$ cat src/rtl/gcs_pkg.sv
// ----------------------------------------------------------------------------
// gcs_pkg
// Shared types, op codes and calendar helpers for the Gregorian date stepper.
// ----------------------------------------------------------------------------
package gcs_pkg;

	localparam logic [1:0] OP_LOAD = 2'd0;
	localparam logic [1:0] OP_NEXT = 2'd1;
	localparam logic [1:0] OP_PREV = 2'd2;
	localparam logic [1:0] OP_NOP  = 2'd3;

	localparam logic [3:0] MONTH_JAN = 4'd1;
	localparam logic [3:0] MONTH_FEB = 4'd2;
	localparam logic [3:0] MONTH_DEC = 4'd12;
	localparam logic [4:0] DAY_FIRST = 5'd1;
	localparam logic [4:0] DAY_DEC31 = 5'd31;

	// Multiplicative inverse of 25 modulo 2**14 and the divisibility bound.
	localparam logic [13:0] INV25     = 14'd7209;
	localparam logic [13:0] DIV25_MAX = 14'd655;

	// Reciprocal of 7 for values below 512: x / 7 == (x * 293) >> 11.
	localparam logic [16:0] RECIP7 = 17'd293;

	typedef struct packed {
		logic [1:0]  op;
		logic [4:0]  load_day;
		logic [3:0]  load_month;
		logic [13:0] load_year;
	} gcs_in_t;

	typedef struct packed {
		logic [4:0]  out_day;
		logic [3:0]  out_month;
		logic [13:0] out_year;
		logic        valid_res;
		logic        leap;
		logic [8:0]  day_of_year;
		logic [5:0]  week_number;
	} gcs_out_t;

	typedef struct packed {
		logic [4:0]  day;
		logic [3:0]  month;
		logic [13:0] year;
		logic        leap;
	} gcs_date_t;

	// Divisible by 100 means divisible by 4 and 25; by 400 means by 16 and 25.
	function automatic logic is_leap(input logic [13:0] y);
		logic [13:0] prod;
		logic        div25;
		prod  = y * INV25;
		div25 = (prod <= DIV25_MAX);
		return (y[1:0] == 2'd0) && (!div25 || (y[3:0] == 4'd0));
	endfunction

	function automatic logic [4:0] month_len(input logic [3:0] m, input logic lp);
		logic [4:0] len;
		unique case (m)
			4'd1, 4'd3, 4'd5, 4'd7, 4'd8, 4'd10, 4'd12: len = 5'd31;
			4'd4, 4'd6, 4'd9, 4'd11:                   len = 5'd30;
			4'd2:                                      len = lp ? 5'd29 : 5'd28;
			default:                                   len = 5'd0;
		endcase
		return len;
	endfunction

	function automatic logic [8:0] days_before(input logic [3:0] m);
		logic [8:0] d;
		unique case (m)
			4'd1:    d = 9'd0;
			4'd2:    d = 9'd31;
			4'd3:    d = 9'd59;
			4'd4:    d = 9'd90;
			4'd5:    d = 9'd120;
			4'd6:    d = 9'd151;
			4'd7:    d = 9'd181;
			4'd8:    d = 9'd212;
			4'd9:    d = 9'd243;
			4'd10:   d = 9'd273;
			4'd11:   d = 9'd304;
			4'd12:   d = 9'd334;
			default: d = 9'd0;
		endcase
		return d;
	endfunction

endpackage

$ cat src/rtl/gcs_step.sv
// ----------------------------------------------------------------------------
// gcs_step
// Stored date registers and the load / next day / previous day update.
// ----------------------------------------------------------------------------
module gcs_step import gcs_pkg::*; #(
	parameter int LAST_YEAR = 9999
) (
	input  logic      clk,
	input  logic      arst_n,
	input  logic      fire,
	input  gcs_in_t   cmd_s1,
	output gcs_date_t date_nxt
);

	logic [4:0]  day_q;
	logic [3:0]  month_q;
	logic [13:0] year_q;
	logic        leap_q;

	logic [4:0]  len_cur;
	logic [3:0]  month_prev;
	logic        cur_valid;
	logic [4:0]  day_n;
	logic [3:0]  month_n;
	logic [13:0] year_n;

	assign len_cur    = month_len(month_q, leap_q);
	assign month_prev = month_q - 4'd1;
	assign cur_valid  = (year_q >= 14'd1) && (year_q <= 14'(LAST_YEAR)) &&
		(month_q >= MONTH_JAN) && (month_q <= MONTH_DEC) &&
		(day_q >= DAY_FIRST) && (day_q <= len_cur);

	always_comb begin
		day_n   = day_q;
		month_n = month_q;
		year_n  = year_q;
		unique case (cmd_s1.op)
			OP_LOAD: begin
				day_n   = cmd_s1.load_day;
				month_n = cmd_s1.load_month;
				year_n  = cmd_s1.load_year;
			end
			OP_NEXT: begin
				if (cur_valid) begin
					if (day_q == len_cur) begin
						day_n = DAY_FIRST;
						if (month_q == MONTH_DEC) begin
							month_n = MONTH_JAN;
							year_n  = year_q + 14'd1;
						end else begin
							month_n = month_q + 4'd1;
						end
					end else begin
						day_n = day_q + 5'd1;
					end
				end
			end
			OP_PREV: begin
				if (cur_valid) begin
					if (day_q == DAY_FIRST) begin
						if (month_q == MONTH_JAN) begin
							month_n = MONTH_DEC;
							year_n  = year_q - 14'd1;
							day_n   = DAY_DEC31;
						end else begin
							month_n = month_prev;
							day_n   = month_len(month_prev, leap_q);
						end
					end else begin
						day_n = day_q - 5'd1;
					end
				end
			end
			default: begin
			end
		endcase
	end

	assign date_nxt.day   = day_n;
	assign date_nxt.month = month_n;
	assign date_nxt.year  = year_n;
	assign date_nxt.leap  = is_leap(year_n);

	always_ff @(posedge clk or negedge arst_n) begin
		if (!arst_n) begin
			day_q   <= DAY_FIRST;
			month_q <= MONTH_JAN;
			year_q  <= 14'd1;
			leap_q  <= 1'b0;
		end else if (fire) begin
			day_q   <= date_nxt.day;
			month_q <= date_nxt.month;
			year_q  <= date_nxt.year;
			leap_q  <= date_nxt.leap;
		end
	end

endmodule

$ cat src/rtl/gcs_report.sv
// ----------------------------------------------------------------------------
// gcs_report
// Validity, day of year and week number of a stored date.
// ----------------------------------------------------------------------------
module gcs_report import gcs_pkg::*; #(
	parameter int LAST_YEAR = 9999
) (
	input  gcs_date_t date,
	output gcs_out_t  res
);

	logic        valid;
	logic [8:0]  doy;
	logic [8:0]  doy_m1;
	logic [16:0] week_prod;
	logic [5:0]  week;

	assign valid = (date.year >= 14'd1) && (date.year <= 14'(LAST_YEAR)) &&
		(date.month >= MONTH_JAN) && (date.month <= MONTH_DEC) &&
		(date.day >= DAY_FIRST) && (date.day <= month_len(date.month, date.leap));

	assign doy = days_before(date.month) + 9'(date.day) +
		9'(date.leap && (date.month > MONTH_FEB));
	assign doy_m1    = doy - 9'd1;
	assign week_prod = 17'(doy_m1) * RECIP7;
	assign week      = week_prod[16:11] + 6'd1;

	assign res.out_day     = date.day;
	assign res.out_month   = date.month;
	assign res.out_year    = date.year;
	assign res.valid_res   = valid;
	assign res.leap        = date.leap;
	assign res.day_of_year = valid ? doy : 9'd0;
	assign res.week_number = valid ? week : 6'd0;

endmodule

$ cat src/rtl/gregorian_calendar_stepper_core.sv
// ----------------------------------------------------------------------------
// gregorian_calendar_stepper_core
// Gregorian date register with load, next day and previous day commands.
//
//   channel  direction  handshake              word
//   cmd      in         cmd_valid / cmd_ready  gcs_in_t
//   res      out        res_valid / res_ready  gcs_out_t
//
// One word per cycle is accepted while the result is not stalled. Its result
// passes through the input register, the date update and the result
// register before it is offered on the res channel.
// The stored date is updated as a word leaves the input register, so the
// next word in the input register already sees it, with no bubble.
// Reset sets the date to January 1 of year 1 and empties all stages.
// A stalled result holds its register; upstream stages fill and then stop.
// ----------------------------------------------------------------------------
module gregorian_calendar_stepper_core import gcs_pkg::*; #(
	parameter int LAST_YEAR = 9999
) (
	input  logic     clk,
	input  logic     arst_n,
	input  logic     cmd_valid,
	output logic     cmd_ready,
	input  gcs_in_t  cmd,
	output logic     res_valid,
	input  logic     res_ready,
	output gcs_out_t res
);

	logic      v_s1, v_s2, v_s3;
	logic      rdy_s1, rdy_s2, rdy_s3;
	gcs_in_t   cmd_s1;
	gcs_date_t date_nxt;
	gcs_date_t date_s2;
	gcs_out_t  res_nxt;
	gcs_out_t  res_s3;

	assign rdy_s3    = !v_s3 || res_ready;
	assign rdy_s2    = !v_s2 || rdy_s3;
	assign rdy_s1    = !v_s1 || rdy_s2;
	assign cmd_ready = rdy_s1;

	gcs_step #(.LAST_YEAR(LAST_YEAR)) u_step (
		.clk      (clk),
		.arst_n   (arst_n),
		.fire     (v_s1 && rdy_s2),
		.cmd_s1   (cmd_s1),
		.date_nxt (date_nxt)
	);

	gcs_report #(.LAST_YEAR(LAST_YEAR)) u_report (
		.date (date_s2),
		.res  (res_nxt)
	);

	always_ff @(posedge clk or negedge arst_n) begin
		if (!arst_n) begin
			v_s1 <= 1'b0;
			v_s2 <= 1'b0;
			v_s3 <= 1'b0;
		end else begin
			if (rdy_s1) v_s1 <= cmd_valid;
			if (rdy_s2) v_s2 <= v_s1;
			if (rdy_s3) v_s3 <= v_s2;
		end
	end

	always_ff @(posedge clk) begin
		if (cmd_valid && rdy_s1) cmd_s1 <= cmd;
		if (v_s1 && rdy_s2) date_s2 <= date_nxt;
		if (v_s2 && rdy_s3) res_s3 <= res_nxt;
	end

	assign res_valid = v_s3;
	assign res       = res_s3;

endmodule

$ cat config.mk
export PLATFORM = sky130hd
export DESIGN_NAME = gregorian_calendar_stepper_core
export DESIGN_NICKNAME = d
export VERILOG_FILES = /design/src/rtl/gcs_pkg.sv /design/src/rtl/gcs_step.sv /design/src/rtl/gcs_report.sv /design/src/rtl/gregorian_calendar_stepper_core.sv
export SDC_FILE = /design/constraint.sdc
export NUM_CORES = 1
export LEC_CHECK = 0
export BUFFER_PORTS_ARGS = -buffer_cell sky130_fd_sc_hd__buf_2
export CELL_PAD_IN_SITES_DETAIL_PLACEMENT = 1
export CELL_PAD_IN_SITES_GLOBAL_PLACEMENT = 2
export CORE_MARGIN = 4
export CORE_UTILIZATION = 40
export DETAILED_ROUTE_END_ITERATION = 6
export PLACE_DENSITY = 0.88
export RECOVER_POWER = 50
export SYNTH_ARGS = -nofsm -noshare
export SYNTH_HDL_FRONTEND = slang
export SYNTH_SLANG_ARGS = --single-unit
$ cat constraint.sdc
create_clock -name clk -period 25.7 [get_ports clk]
set_input_delay 7.71 -clock clk [delete_from_list [all_inputs] [get_ports clk]]
set_output_delay 7.71 -clock clk [all_outputs]
set_load 0.05 [all_outputs]
# Word-level counts from Yosys, hierarchy flattened

Memories as Yosys holds them, arrays and structs flattened. A register that Yosys moved wholly into a read port is not among the register bits.
Index checks and enable logic that the tools add are counted.

$lt $le $gt $ge: 14
Mux-type cells: 26
Multiply operators: 2
Add/sub/neg operators: 10
Reduce and logical (&&, ||, !) cells: 32
Equality and inequality tests: 40

Operator list:

| kind                     | count |
|---|---|
| $mux W14                 | 6 |
| $eq A4 B4 Y1 const B     | 15 |
| $pmux W5 S3              | 4 |
| $eq A4 B3 Y1 const B     | 12 |
| $pmux W14 S3             | 1 |
| $ge A14 B1 Y1 const B    | 2 |
| $le A14 B14 Y1 const B   | 2 |
| $mux W4                  | 7 |
| $mux W5                  | 5 |
| $eq A4 B2 Y1 const B     | 6 |
| $reduce_or A7 Y1         | 3 |
| $mul A9 B9 Y17 const B   | 1 |
| $logic_and A1 B1 Y1      | 15 |
| $add A14 B1 Y14 const B  | 1 |
| $le A14 B10 Y1 const B   | 1 |
| $mul A14 B13 Y14 const B | 1 |
| $sub A14 B1 Y14 const B  | 1 |
| $eq A4 B1 Y1 const B     | 3 |
| $pmux W4 S3              | 1 |
| $reduce_or A4 Y1         | 3 |
| $ge A5 B1 Y1 const B     | 2 |
| $le A5 B5 Y1             | 2 |
| $add A9 B1 Y9            | 1 |
| $add A9 B5 Y9            | 1 |
| 18 further kinds         | 28 |

Input port bits: 29
Bits in read-only memories: 144
Output and inout port bits: 42
Memories: 1
Register bits after elaboration: 116
Logic and storage cells: 147

Memory list:

| memory          | words | bits a word | read ports | clocked after memory_dff | wr ports | RTL line      | source |
|---|---|---|---|---|---|---|---|
| (no name shown) | 16    | 9           | 1          | 1                        | 0        | gcs_pkg.sv:71 | `unique case (m)` |

# Depth between registers and ports, before layout

Word-level depth: 13
Gate-level depth with buffers: 40
Depth with buffers taken out: 38

# Hierarchy

A second synthesis with hierarchy kept.

Cells, all modules: 945
Area, all modules: 9,531.6 um2

Modules (own cells, without submodules):

| module                          | instances | cells an instance | area an instance (um2) | seq. area each (um2) |
|---|---|---|---|---|
| gcs_step                        | 1         | 556               | 4,262.8                | 604.3 |
| gregorian_calendar_stepper_core | 1         | 101               | 2,817.7                | 2,747.6 |
| gcs_report                      | 1         | 288               | 2,451.1                | 0.0 |

# Worst setup path after synthesis

OpenSTA, ideal clock, no wires.

Path type: input port to output port
From: input port res_ready
To: output port cmd_ready
Buffers on the path: 0
Data required time: 17.990 ns
Stages on the path: 2
Setup slack: 9.722 ns
Arrival: 8.268 ns
Cells stage by stage: nor2b_1 nand3_1

Word-level cells in the longest chain between the ends: 3

RTL lines:

| what               | RTL line                              | source |
|---|---|---|
| from (decl)        | gregorian_calendar_stepper_core.sv:26 | `input logic res_ready,` |
| $logic_or A1 B1 Y1 | gregorian_calendar_stepper_core.sv:38 | `assign rdy_s3 = !v_s3 \|\| res_ready;` |
| $logic_or A1 B1 Y1 | gregorian_calendar_stepper_core.sv:39 | `assign rdy_s2 = !v_s2 \|\| rdy_s3;` |
| $logic_or A1 B1 Y1 | gregorian_calendar_stepper_core.sv:40 | `assign rdy_s1 = !v_s1 \|\| rdy_s2;` |
| to (decl)          | gregorian_calendar_stepper_core.sv:23 | `output logic cmd_ready,` |

Every way passes these cells.

# Worst setup path in the final report

Ends and elaborated chain as after synthesis.

==> impl_results.md <==
* Yosys cell types at 83
* CTS tree: built
* Final WL at 24250 um
* Share of cells above drive strength 1 at 11.96%
* Syn_nets at 1087
* Mapped Area at 0.009213 mm2
* Hold Path Class: register to register
* # nets final at 1149
* DR WL met3 at 963 um
* Min Tclk post-route at 16.04 ns
* Via density at 5.603
* # resized after CTS at 0
* Die X at 159.8 um
* Root buffer cell: clkbuf_16
* Status: finished, violations left
* Clock Skew at 0.01052 ns
* Die height at 159.8 um
* Slew Limit Fails at 54
* Mapped Cells at 920
* Sequential share of the synthesized area at 38.34%
* RSZ-0062 raised after global routing: false
* DR DRC count at 0
* CP arrival at 8.33 ns
* Failing checks: max-capacitance violations, max-slew violations
* Period utilization at 62.43%
* First-pass GRT wire length at 39760 um
* Detail Placement HPWL at 17920 um
* Max Buffers Root-to-Sink at 2
* Avg Cell Area, Syn at 10.01 um2
* Most common cell in the synthesized netlist: ha_1
* Setup Viol. Count Final at 0
* ANT cells at 0
* Largest family of logic cells by synthesized area: adder cells
* Worst Tran Pin Value at 2.655 ns
* Latest clock arrival within the worst-skew pair at 0.43 ns
* FP Rows at 55
* CTS Buf Count at 17
* Total of max-cap violations at 2
* Routed length on met1 at 11660 um
* Place WS at 9.661 ns
* Post-synth EDFFs at 89
* Worst Setup Slack, final at 9.657 ns
* Max_slew headroom at -77.12%
* Req. time, crit path at 17.99 ns
* Clock transition at path regs at 0.07 ns
* Highest routed layer: met4
* Met2 Routed Length at 11330 um
* Gr ovfl total at 0
* CTS H-tree depth at 4
* DR pass1 iterations at 5
* Post-Route Setup TNS at 0 ns
* Synth top cells by count: 118 x ha_1, 89 x edfxtp_1, 85 x inv_1, 75 x nand2_1, 64 x nor2_1
* Initial DRC Count at 441
* Num Clock Sinks at 125
* CP Launch Type: input pin
* Pin count of the biggest net entering global routing at 42
* Mux cell area share after synthesis at 1.969%
* Via count at 7172
* I/O Buffers at 70
* Starting Density at 40.69%
* Crit path kind: input pin to output pin
* Hold Vio Cnt, Final at 0
* Die area at 0.02552 mm2
* Synth Area in Simple Gates at 15.99%
* GRT Util Overall at 19.28%
* Area added between synthesis and finish at 12.05%
* Dominant synthesized flop cell: edfxtp_1
* Max Clock Freq at 62.33 MHz
* Synth warn at 0
* Synthesis-stage register bit count at 125
* Compound-Gate Fraction of Synth Area at 13.31%
* Final core occ at 45.59%
* Synth area leader: edfxtp_1
* # Post-CTS Setup Buffers at 0
* Fin Hold WS at 0.4488 ns
* Synth top area share at 29.01%
* Initial antenna violation count at 0
* FFs w/ async S/R, synth at 21.60%
* Ranking of synthesized cells by area: edfxtp_1 29%, ha_1 16%, dfrtp_1 6.5%
* CTS Hold Bufs at 0
* CP Max Fanout at 3
* Synth Area in Adders at 20.48%
* Core area at 0.02264 mm2
* Antenna Nets Post-Route at 0
* # IOs at 71
* Gp weighted congestion at 0.8625
* Number of global-route vias before repair at 7411
* Xor and xnor area share after synthesis at 4.849%
* Average wire per standard cell at 18.95 um
* Crit. End Element: output pin
## stage by stage
| stage | instances | area, um2 |
|---|---|---|
| global route | 1280 | 10320 |
| floorplan | 920 | 9213 |
| finish | 1280 | 10320 |
| CTS | 1280 | 10400 |
| global placement | 1248 | 9833 |
| detailed placement | 1248 | 9833 |
## cells in the final DEF (no fill, tap or decap), types with 5 or more instances in the layout
cell type / n
inv_6: 5
and2_1: 8
xnor2_1: 27
a21oi_1: 45
dfrtp_1: 24
mux2_2: 9
dfxtp_1: 9
buf_2: 54
o21a_1: 5
clkbuf_1: 17
nor3_1: 27
nand2_1: 75
a31oi_1: 9
nand4_1: 11
buf_4: 6
a211oi_1: 6
nor4_1: 13
and3_1: 7
inv_1: 85
o31ai_1: 5
fa_1: 20
edfxtp_1: 89
ha_1: 118
o22ai_1: 9
nor2b_1: 10
xor2_1: 17
a21o_1: 8
nand3_1: 28
nand2b_1: 8
o21ai_0: 49
clkinvlp_4: 6
mux2i_1: 8
clkbuf_16: 17
nor2_1: 64
## flip-flops by register name, indices dropped and copies added (netlist names), 4 cells and up, named ones only
register        count
u_step.day_q        5
res                40
date_s2            24
u_step.month_q      4
cmd_s1             25
u_step.year_q      14
## critical path, stage by stage
cell and delay, ns:
buf_2 0.10, nor2b_1 0.15, nand3_1 0.13, buf_2 0.23
## cells by family (layout without fill, tap and decap cells)
group                      Yosys count  count (layout)
adders and majority gates          139             139
buffers and inverters              121             196
AOI/OAI and AO/OA                  187             187
muxes                               17              17
xor gates and xnor gates            47              47
DFF                                125             125
and+or+nand+nor                    284             284
## layout make-up
| type | instances | area (um2) |
|---|---|---|
| fill | 2573 | 12320 |
| multi-input combinational | 674 | 5166 |
| sequential | 125 | 3532 |
| clock buffer | 17 | 425.4 |
| timing repair buffer | 77 | 379.1 |
| tap | 285 | 356.6 |
| inverter | 87 | 326.6 |
| clock inverter | 15 | 136.4 |
## per-layer routing
metal	up-vias	track usage [%]
met5	-	0
met4	0	5.049
met3	25	2.865
met2	162	31.62
met1	3548	26.87
li1	3437	-
## worst paths after layout
check / startpoint / end / slack [ns] / depth (start not counted)
setup reg to reg: u_step.month_q[0] / date_s2[0] / 15.09 / 36
hold reg to reg: date_s2[6] / res[22] / 0.45 / 0
hold / removal: date_s2[6] / res[22] / 0.45 / 0
min in group asynchronous: arst_n / v_s2 / 7.62 / 1
setup / recovery: res_ready / cmd_ready / 9.66 / 4
max in group asynchronous: arst_n / u_step.year_q[10] / 17.20 / 1
Power is left out: the tool's default activity adds up to more than one toggle a clock period on the data nets, which glitch-free logic cannot reach.
